===== src/rtl/h264ls_pkg.sv =====
`timescale 1ns / 1ps

package h264ls_pkg;

    // field and datapath widths
    localparam int DimW    = 15;
    localparam int RefW    = 5;
    localparam int RateW   = 31;
    localparam int CodeW   = 6;
    localparam int RowW    = 5;
    localparam int MbSideW = 12;
    localparam int MbfW    = 23;
    localparam int DpbW    = MbfW + RefW;
    localparam int QuoW    = 54;
    localparam int RemW    = RateW + 1;
    localparam int CntW    = 6;

    // division runs one quotient bit per cycle
    localparam int DivSteps = QuoW;
    localparam logic [CntW-1:0] DivLast = CntW'(DivSteps - 1);

    // limit table rows
    localparam int LevelRows = 17;
    localparam logic [RowW-1:0] RowLast = RowW'(LevelRows - 1);

    typedef struct packed {
        logic [DimW-1:0]  frame_width;
        logic [DimW-1:0]  frame_height;
        logic [RefW-1:0]  ref_count;
        logic             is_interlaced;
        logic [RateW-1:0] rate_numerator;
        logic [RateW-1:0] rate_denominator;
        logic [RateW-1:0] peak_bitrate;
        logic [RateW-1:0] buffer_size;
    } query_t;

    typedef struct packed {
        logic [CodeW-1:0] level_code;
        logic [RowW-1:0]  level_row;
    } result_t;

    typedef enum logic [2:0] {
        ST_IDLE,
        ST_FRAME,
        ST_MULT,
        ST_ADD,
        ST_DIV,
        ST_WALK,
        ST_DONE
    } state_t;

    // commands from controller to datapath
    typedef struct packed {
        logic            load;
        logic            frame;
        logic            mult;
        logic            add;
        logic            div_step;
        logic            walk_step;
        logic [RowW-1:0] row;
    } ctrl_cmd_t;

    // status from datapath to controller
    typedef struct packed {
        logic fit;
    } dp_status_t;

    typedef struct packed {
        logic [CodeW-1:0] code;
        logic             allow_il;
        logic [21:0]      max_mb_sec;
        logic [15:0]      max_frame_mbs;
        logic [17:0]      max_dpb;
        logic [17:0]      max_vbv_rate;
        logic [17:0]      max_vbv_buf;
    } level_limit_t;

    function automatic level_limit_t level_limit(input logic [RowW-1:0] row);
        level_limit_t l;
        l = '{code: '0, allow_il: 1'b0, max_mb_sec: '0, max_frame_mbs: '0,
              max_dpb: '0, max_vbv_rate: '0, max_vbv_buf: '0};
        unique case (row)
            5'd0:  l = '{6'd10, 1'b0, 22'd1485,    16'd99,    18'd396,    18'd64,     18'd175};
            5'd1:  l = '{6'd9,  1'b0, 22'd1485,    16'd99,    18'd396,    18'd128,    18'd350};
            5'd2:  l = '{6'd11, 1'b0, 22'd3000,    16'd396,   18'd900,    18'd192,    18'd500};
            5'd3:  l = '{6'd12, 1'b0, 22'd6000,    16'd396,   18'd2376,   18'd384,    18'd1000};
            5'd4:  l = '{6'd13, 1'b0, 22'd11880,   16'd396,   18'd2376,   18'd768,    18'd2000};
            5'd5:  l = '{6'd20, 1'b0, 22'd11880,   16'd396,   18'd2376,   18'd2000,   18'd2000};
            5'd6:  l = '{6'd21, 1'b1, 22'd19800,   16'd792,   18'd4752,   18'd4000,   18'd4000};
            5'd7:  l = '{6'd22, 1'b1, 22'd20250,   16'd1620,  18'd8100,   18'd4000,   18'd4000};
            5'd8:  l = '{6'd30, 1'b1, 22'd40500,   16'd1620,  18'd8100,   18'd10000,  18'd10000};
            5'd9:  l = '{6'd31, 1'b1, 22'd108000,  16'd3600,  18'd18000,  18'd14000,  18'd14000};
            5'd10: l = '{6'd32, 1'b1, 22'd216000,  16'd5120,  18'd20480,  18'd20000,  18'd20000};
            5'd11: l = '{6'd40, 1'b1, 22'd245760,  16'd8192,  18'd32768,  18'd20000,  18'd25000};
            5'd12: l = '{6'd41, 1'b1, 22'd245760,  16'd8192,  18'd32768,  18'd50000,  18'd62500};
            5'd13: l = '{6'd42, 1'b1, 22'd522240,  16'd8704,  18'd34816,  18'd50000,  18'd62500};
            5'd14: l = '{6'd50, 1'b0, 22'd589824,  16'd22080, 18'd110400, 18'd135000, 18'd135000};
            5'd15: l = '{6'd51, 1'b0, 22'd983040,  16'd36864, 18'd184320, 18'd240000, 18'd240000};
            5'd16: l = '{6'd52, 1'b0, 22'd2073600, 16'd36864, 18'd184320, 18'd240000, 18'd240000};
            default: l = '{code: '0, allow_il: 1'b0, max_mb_sec: '0, max_frame_mbs: '0,
                           max_dpb: '0, max_vbv_rate: '0, max_vbv_buf: '0};
        endcase
        return l;
    endfunction

endpackage


===== src/rtl/h264ls_ctrl.sv =====
`timescale 1ns / 1ps

module h264ls_ctrl (
    input  logic                    clk,
    input  logic                    rst_n,
    input  logic                    start,
    input  h264ls_pkg::dp_status_t  status,
    output h264ls_pkg::ctrl_cmd_t   cmd,
    output logic                    busy,
    output logic                    done
);

    h264ls_pkg::state_t             state_reg, state_next;
    logic [h264ls_pkg::CntW-1:0]    cnt_reg, cnt_next;

    // state and step counter
    always_ff @(posedge clk or negedge rst_n)
    begin
        if (!rst_n)
        begin
            state_reg <= h264ls_pkg::ST_IDLE;
            cnt_reg   <= '0;
        end
        else
        begin
            state_reg <= state_next;
            cnt_reg   <= cnt_next;
        end
    end

    // next state
    always_comb
    begin
        state_next = state_reg;
        unique case (state_reg)
            h264ls_pkg::ST_IDLE:
                if (start)
                    state_next = h264ls_pkg::ST_FRAME;
            h264ls_pkg::ST_FRAME: state_next = h264ls_pkg::ST_MULT;
            h264ls_pkg::ST_MULT:  state_next = h264ls_pkg::ST_ADD;
            h264ls_pkg::ST_ADD:   state_next = h264ls_pkg::ST_DIV;
            h264ls_pkg::ST_DIV:
                if (cnt_reg == h264ls_pkg::DivLast)
                    state_next = h264ls_pkg::ST_WALK;
            h264ls_pkg::ST_WALK:
                if (status.fit || cnt_reg[h264ls_pkg::RowW-1:0] == h264ls_pkg::RowLast)
                    state_next = h264ls_pkg::ST_DONE;
            h264ls_pkg::ST_DONE:  state_next = h264ls_pkg::ST_IDLE;
            default:              state_next = h264ls_pkg::ST_IDLE;
        endcase
    end

    // step counter: quotient bits, then table rows
    always_comb
    begin
        cnt_next = cnt_reg;
        unique case (state_reg)
            h264ls_pkg::ST_ADD:  cnt_next = '0;
            h264ls_pkg::ST_DIV:
                cnt_next = (cnt_reg == h264ls_pkg::DivLast) ? '0 : cnt_reg + 1'b1;
            h264ls_pkg::ST_WALK: cnt_next = cnt_reg + 1'b1;
            default:             cnt_next = cnt_reg;
        endcase
    end

    // command outputs
    always_comb
    begin
        cmd.load      = (state_reg == h264ls_pkg::ST_IDLE) && start;
        cmd.frame     = (state_reg == h264ls_pkg::ST_FRAME);
        cmd.mult      = (state_reg == h264ls_pkg::ST_MULT);
        cmd.add       = (state_reg == h264ls_pkg::ST_ADD);
        cmd.div_step  = (state_reg == h264ls_pkg::ST_DIV);
        cmd.walk_step = (state_reg == h264ls_pkg::ST_WALK);
        cmd.row       = cnt_reg[h264ls_pkg::RowW-1:0];
        busy          = (state_reg != h264ls_pkg::ST_IDLE);
        done          = (state_reg == h264ls_pkg::ST_DONE);
    end

endmodule


===== src/rtl/h264ls_dpath.sv =====
`timescale 1ns / 1ps

module h264ls_dpath (
    input  logic                    clk,
    input  h264ls_pkg::query_t      query,
    input  h264ls_pkg::ctrl_cmd_t   cmd,
    output h264ls_pkg::dp_status_t  status,
    output h264ls_pkg::result_t     result
);

    h264ls_pkg::query_t                 q_reg;
    logic [h264ls_pkg::MbfW-1:0]        mbf_reg;
    logic [h264ls_pkg::DpbW-1:0]        dpb_reg;
    logic [h264ls_pkg::QuoW-1:0]        prod_reg;
    logic [h264ls_pkg::QuoW-1:0]        nq_reg;
    logic [h264ls_pkg::RemW-1:0]        rem_reg;
    logic [h264ls_pkg::CodeW-1:0]       code_reg;
    logic [h264ls_pkg::RowW-1:0]        row_reg;

    logic [h264ls_pkg::DimW:0]          w_up, h_up16, h_up32;
    logic [h264ls_pkg::MbSideW-1:0]     mb_w, mb_h;
    logic [h264ls_pkg::RemW-1:0]        rem_sh, den_ext;
    logic                               q_bit;
    h264ls_pkg::level_limit_t           lim;
    logic                               fit;

    // macroblock counts, height to 32 lines when interlaced
    always_comb
    begin
        w_up   = {1'b0, q_reg.frame_width} + (h264ls_pkg::DimW+1)'(15);
        h_up16 = {1'b0, q_reg.frame_height} + (h264ls_pkg::DimW+1)'(15);
        h_up32 = {1'b0, q_reg.frame_height} + (h264ls_pkg::DimW+1)'(31);
        mb_w   = w_up[h264ls_pkg::DimW:4];
        if (q_reg.is_interlaced)
            mb_h = {h_up32[h264ls_pkg::DimW:5], 1'b0};
        else
            mb_h = h_up16[h264ls_pkg::DimW:4];
    end

    // one restoring division step
    always_comb
    begin
        rem_sh  = {rem_reg[h264ls_pkg::RemW-2:0], nq_reg[h264ls_pkg::QuoW-1]};
        den_ext = {1'b0, q_reg.rate_denominator};
        q_bit   = (rem_sh >= den_ext);
    end

    // limit check against the current row
    always_comb
    begin
        lim = h264ls_pkg::level_limit(cmd.row);
        fit = !(q_reg.is_interlaced && !lim.allow_il)
              && (nq_reg <= h264ls_pkg::QuoW'(lim.max_mb_sec))
              && (mbf_reg <= h264ls_pkg::MbfW'(lim.max_frame_mbs))
              && (dpb_reg <= h264ls_pkg::DpbW'(lim.max_dpb))
              && (q_reg.peak_bitrate <= h264ls_pkg::RateW'(lim.max_vbv_rate))
              && (q_reg.buffer_size <= h264ls_pkg::RateW'(lim.max_vbv_buf));
        status.fit = fit;
    end

    // datapath registers
    always_ff @(posedge clk)
    begin
        if (cmd.load)
        begin
            q_reg    <= query;
            code_reg <= '0;
            row_reg  <= '0;
        end
        if (cmd.frame)
            mbf_reg <= h264ls_pkg::MbfW'(mb_w * mb_h);
        if (cmd.mult)
        begin
            prod_reg <= h264ls_pkg::QuoW'(mbf_reg * q_reg.rate_numerator);
            dpb_reg  <= h264ls_pkg::DpbW'(mbf_reg * q_reg.ref_count);
        end
        if (cmd.add)
        begin
            // numerator plus divisor minus one rounds the quotient up
            nq_reg  <= prod_reg + h264ls_pkg::QuoW'(q_reg.rate_denominator)
                       - h264ls_pkg::QuoW'(1);
            rem_reg <= '0;
        end
        if (cmd.div_step)
        begin
            nq_reg  <= {nq_reg[h264ls_pkg::QuoW-2:0], q_bit};
            rem_reg <= q_bit ? (rem_sh - den_ext) : rem_sh;
        end
        if (cmd.walk_step && fit)
        begin
            code_reg <= lim.code;
            row_reg  <= cmd.row + 1'b1;
        end
    end

    assign result.level_code = code_reg;
    assign result.level_row  = row_reg;

endmodule


===== src/rtl/h264_level_selector.sv =====
`timescale 1ns / 1ps
// the time from the start beat to the done strobe is set by the 54-step bit-serial
// divider for macroblocks per second and the walk over up to 17 limit rows
// one query at a time: the next start beat is taken only once the controller is back
// in idle; busy stays high until the done strobe cycle ends
// result is valid on the result port from the done cycle until the next start beat is taken; the receiver cannot stall
// reset (rst_n, asynchronous, active low) returns the controller to idle, no result pending
module h264_level_selector (
    input  logic                  clk,
    input  logic                  rst_n,
    input  logic                  start,
    input  h264ls_pkg::query_t    query,
    output logic                  busy,
    output logic                  done,
    output h264ls_pkg::result_t   result
);

    h264ls_pkg::ctrl_cmd_t   cmd;
    h264ls_pkg::dp_status_t  status;

    // sequencer
    h264ls_ctrl u_ctrl (
        .clk    (clk),
        .rst_n  (rst_n),
        .start  (start),
        .status (status),
        .cmd    (cmd),
        .busy   (busy),
        .done   (done)
    );

    // arithmetic and limit check
    h264ls_dpath u_dpath (
        .clk    (clk),
        .query  (query),
        .cmd    (cmd),
        .status (status),
        .result (result)
    );

endmodule


===== config.mk =====
export PLATFORM = sky130hd
export DESIGN_NAME = h264_level_selector
export DESIGN_NICKNAME = d
export VERILOG_FILES = /design/src/rtl/h264ls_pkg.sv /design/src/rtl/h264ls_ctrl.sv /design/src/rtl/h264ls_dpath.sv /design/src/rtl/h264_level_selector.sv
export SDC_FILE = /design/constraint.sdc
export NUM_CORES = 2
export LEC_CHECK = 0
export ABC_AREA = 0
export BUFFER_PORTS_ARGS = -buffer_cell sky130_fd_sc_hd__buf_2
export CAP_MARGIN = 0
export CORE_MARGIN = 2
export CORE_UTILIZATION = 40
export CTS_CLUSTER_DIAMETER = 100
export DETAILED_ROUTE_END_ITERATION = 16
export PLACE_DENSITY_LB_ADDON = 0.05
export SYNTH_ARGS = -nofsm -noshare
export SYNTH_HDL_FRONTEND = slang
export SYNTH_SLANG_ARGS = --single-unit

===== constraint.sdc =====
create_clock -name clk -period 8.84 [get_ports clk]
set_input_delay 0.884 -clock clk [delete_from_list [all_inputs] [get_ports clk]]
set_output_delay 0.884 -clock clk [all_outputs]
set_load 0.1 [all_outputs]

Yosys cells after proc, flatten, opt, wreduce, memory -nomap -nowiden
Memory sizes are Yosys's and may differ from the RTL's. Index checks and enable logic that the tools add are counted.

Flip-flop bits (word level): 370. ROM bits: 2976. Input port bits: 163. Output and inout bits: 13. Logic and storage cells: 79. Memories: 1.

Memories: (no name shown) (words 32, width 93, rd ports 1, clocked after Yosys merged registers in 0, write ports 0, line h264ls_pkg.sv:82) `unique case (row)`.

$add $sub $neg: 8. Multiply operators: 3. Magnitude comparators: 6. Equality and inequality tests: 11. Multiplexer cells: 16. Reduce and logical (&&, ||, !) cells: 17.

Operators by type and width (number): $mux 54 (2); $mux 31 (3); $le 31x18->1 (2); $add 54x31->54 (1); $le 54x22->1 (1); $mul 23x31->54 (1); $sub 54x1->54 const B (1); $add 15x4->16 const B (2); $ge 32x31->1 (1); $sub 31x31->31 (1); $le 28x18->1 (1); $mul 23x5->28 (1); $le 23x16->1 (1); $mul 12x12->23 (1); $mux 6 (3); $pmux 3 s6 (1); $pmux 6 s3 (1); $add 15x5->16 const B (1); $mux 12 (1); $mux 5 (2); $eq 3x3->1 const B (3); $mux 3 (3); $logic_and 1x1->1 (8); $add 6x1->6 const B (1); 13 further kinds (18).

Logic depth before layout (Yosys ltp)
An unclocked memory read counts as a cell.

Depth in word-level cells: 12. Mapped depth: 30. Depth with buffers taken out: 28.

Cells and area by module
Synthesis repeated with hierarchy kept, for this count alone.

Cell total of the unflattened synthesis: 5632. Area, all modules: 52843.2 um2.

By module, submodules not included: h264ls_dpath (times used 1, cells an instance 5561, area each 52230.1 um2, seq. area each 10840.4 um2); h264ls_ctrl (times used 1, cells an instance 71, area each 613.1 um2, seq. area each 225.2 um2).

Least setup slack after synthesis
No wires, ideal clock.

Kind: flip-flop to flip-flop. From: register u_ctrl.state_reg[0]. To: register u_dpath.q_reg (netlist bit u_dpath.den_ext[0]), enable pin. Library setup time: 681 ps. Data arrival time: 8134 ps. Required time: 8159 ps. Setup slack: 25 ps. Cell stages (with the launch flop): 4. Path buffers: 1. Period minus slack after synthesis: 8815 ps. Cell sequence: dfrtp_1 buf_2 or3_1 nor2_1.

RTL lines: start: declaration (line h264ls_ctrl.sv:13) `h264ls_pkg::state_t state_reg, state_next;`; start signal: assignment (line h264ls_ctrl.sv:21) `state_reg <= h264ls_pkg::ST_IDLE;`; start signal: assignment (line h264ls_ctrl.sv:26) `state_reg <= state_next;`; end signal: assignment (line h264ls_dpath.sv:66) `q_reg <= query;`; end: declaration (line h264ls_dpath.sv:11) `h264ls_pkg::query_t q_reg;`.

Worst setup path after layout
From: register u_dpath.mbf_reg[9] in the netlist's numbering. To: register u_dpath.prod_reg[53] in the netlist's numbering, data pin.

Longest elaborated chain between the ends: 1.

RTL lines: start: declaration (line h264ls_dpath.sv:12) `logic [h264ls_pkg::MbfW-1:0] mbf_reg;`; start signal: assignment (line h264ls_dpath.sv:71) `mbf_reg <= h264ls_pkg::MbfW'(mb_w * mb_h);`; $mul 23x31->54 (line h264ls_dpath.sv:74) `prod_reg <= h264ls_pkg::QuoW'(mbf_reg * q_reg.rate_numerator);`; end signal: assignment (line h264ls_dpath.sv:74); end: declaration (line h264ls_dpath.sv:14) `logic [h264ls_pkg::QuoW-1:0] prod_reg;`.

No other way between the ends. A chain may end at the register's enable or synchronous reset.

==> impl_metrics.env <==
export IMPL_finalNonFillerCells=7376
export IMPL_firstDrtPassIters=6
export IMPL_port_buffer_count=175
export IMPL_nets=7015
export IMPL_hold_buffers=0
export IMPL_met2_usage=0.3554
export IMPL_dp_cells=7280
export IMPL_ys_warn_count=0
export IMPL_setup_viol=0
export IMPL_synth_cell_area_sq_mm=0.05177
export IMPL_ys_flop_type="edfxtp_1"
export IMPL_worst_pin_slew_ns=1.217
export IMPL_dpl_hpwl_microns=114700
export IMPL_cp_data_required_time_ns=9.24
export IMPL_path_clk_slew_ns=0.06
export IMPL_met3_usage=0.03108
export IMPL_pre_cts_slack_ns=0.5886
export IMPL_yosysSeqAreaShare=0.2137
export IMPL_fin_crit_sh=0.9280
export IMPL_syn_num_nets=6918
export IMPL_slew_headroom=0.1826
export IMPL_mostFrequentLayoutCells="inv_1 (1,023), fa_1 (770), nand2_1 (768)"
export IMPL_largest_reg_flops=129
export IMPL_start_util=0.4014
export IMPL_ff2ff_path_depth=23
export IMPL_area_growth_pct=9.391
export IMPL_place_congestion=0.8806
export IMPL_rsz0062_at_grt="false"
export IMPL_finalClockSkew_ns=0.03280
export IMPL_vias=37450
export IMPL_die_h_microns=363.8
export IMPL_gr_total_overflow=0
export IMPL_period_minus_slack_ns=8.203
export IMPL_max_clock_freq_ghz=0.1219
export IMPL_clock_latency_ns=0.67
export IMPL_fin_hold_ws_ns=0.09078
export IMPL_final_common_cell="inv_1"
export IMPL_cts_resized=0
export IMPL_async_flop_share=0.02432
export IMPL_cts_root_buf="clkbuf_16"
export IMPL_syn_instance_count=5494
export IMPL_grt_pass1_wl_microns=227100
export IMPL_path_max_fanout=19
export IMPL_max_cap_violations=0
export IMPL_setup_tns_ns=0
export IMPL_drtIter0Drc=2412
export IMPL_drive_gt1_frac=0.07244
export IMPL_grt_usage=0.2223
export IMPL_crit_type="flop to flop"
export IMPL_antenna_found_initial=1
export IMPL_leakage_nw=27.03
export IMPL_power_density_mw_per_mm2=97.69
export IMPL_avgRoutedWirePerCell_microns=19.69
export IMPL_worst_hold_path_type="input port to asynchronous set/reset pin"
export IMPL_viasPerCell=5.077
export IMPL_grt_pass1_vias=39090
export IMPL_die_width_microns=363.8
export IMPL_synth_edf_count=361
export IMPL_io_pins=176
export IMPL_ys_types=76
export IMPL_grt_busiest_layer="met2"
export IMPL_grt_max_degree=63
export IMPL_ys_ff_latch=370
export IMPL_worst_slack_ns=0.6369
export IMPL_end_kind="flop"
export IMPL_core_sq_mm=0.1290
export IMPL_cp_start_kind="flop"
export IMPL_syn_avg_cell_area_sq_um=9.424
export IMPL_use_met1=0.3166
export IMPL_ant_nets=0
export IMPL_vdd_drop_max_mv=0.1445
export IMPL_post_cts_buffers=0
export IMPL_nFillCells=12780
export IMPL_status="complete, no violations"
export IMPL_critPathArrivalTime_ns=8.61
export IMPL_maxSlewViolCount=0
export IMPL_cts_inserted_buffers=51
export IMPL_cts_sinks=370
export IMPL_clockBufferDepth=3
export IMPL_die_area_sq_mm=0.1323
export IMPL_clock_tree_htree_level_count=2
export IMPL_drc=0
export IMPL_drt_total_wl_microns=145200
export IMPL_cts_tree="yes"
export IMPL_num_rows=132
export IMPL_finalHoldViolations=0
==> where the power goes <==
group	internal [mW]	switching [mW]	total (mW)
Clock	1.29	0.904	2.19
Combinational	0.505	0.592	1.10
Sequential	2.13	0.112	2.24
==> routing by layer <==
layer,part of all wire,wire length (microns)
met1,0.47,68700
met2,0.45,65740
met3,0.049,7168
met5,0,0
met4,0.025,3617
==> through the flow <==
step	utilization	area, sq um	total power, mW
2_1_floorplan	-	51770	3.073
3_3_place_gp	0.4254	54880	3.370
3_5_place_dp	0.4254	54880	3.375
4_1_cts	0.4390	56630	5.639
5_1_grt	0.4390	56630	5.841
6_report	0.4391	56640	5.533
==> cells by family (layout without fill, tap and decap cells) <==
kind of cell	Yosys count	after routing	synth area share
DFF	370	370	0.2137
muxes	29	29	0.005631
other	0	2	0
xor gates and xnor gates	198	198	0.03349
adders and majority gates	1262	1262	0.4166
buffers and inverters	1269	1407	0.09232
and+or+nand+nor	1646	1646	0.1510
AOI/OAI and AO/OA	720	720	0.08727
==> worst max-delay path: stages, from the launching register on <==
cell	delay, ns
edfxtp_1	1.07
nand2_1	0.17
fa_1	0.54
fa_1	0.55
inv_1	0.05
fa_1	0.48
fa_1	0.58
fa_1	0.43
fa_1	0.49
inv_1	0.05
fa_1	0.60
inv_1	0.08
ha_1	0.42
and3_1	0.27
nand4_1	0.14
nor3_1	0.23
a22oi_1	0.16
a21oi_1	0.32
a2111oi_0	0.17
buf_4	0.17
o41ai_1	0.55
a21o_1	0.19
a21oi_1	0.07
xor2_1	0.13
==> synthesized netlist by cell type, types with 38 or more instances <==
cell type / count / area share
and2_1: 370 / 0.045
fa_1: 770 / 0.30
nand2_1: 769 / 0.056
nor2_1: 205 / 0.015
xor2_1: 72 / 0.012
xnor2_1: 126 / 0.021
nand4_1: 38 / 0.0046
o21ai_0: 149 / 0.014
clkbuf_1: 214 / 0.016
a21oi_1: 243 / 0.023
inv_1: 1023 / 0.074
ha_1: 491 / 0.12
nor3_1: 41 / 0.0040
a21o_1: 112 / 0.016
nand3_1: 54 / 0.0052
edfxtp_1: 361 / 0.21
==> final timing paths <==
path | endpoint | from | slack, ns
worst min-delay path | u_ctrl.cnt_reg[4] | rst_n | 0.09
max in group asynchronous | u_ctrl.cnt_reg[3] | rst_n | 8.54
worst max register to register | u_dpath.prod_reg[53] | u_dpath.mbf_reg[9] | 0.64
worst max-delay path | u_dpath.prod_reg[53] | u_dpath.mbf_reg[9] | 0.64
min in group clk | u_dpath.q_reg[98] | query[98] | 0.38
worst min register to register | u_dpath.nq_reg[46] | u_dpath.nq_reg[45] | 0.57
==> area by class of cell <==
cell class / instances / area [sq um] / area share
clock buffer: 60 / 1320 / 0.02331
multi-input combinational: 3855 / 35990 / 0.6355
timing repair buffer: 289 / 1794 / 0.03168
tap: 1742 / 2180 / 0.03848
sequential: 370 / 11070 / 0.1954
clock inverter: 34 / 436.7 / 0.007710
inverter: 1024 / 3844 / 0.06787
antenna: 2 / 5.005 / 0.00008837
No activity file was read; power rests on OpenSTA's default activity.
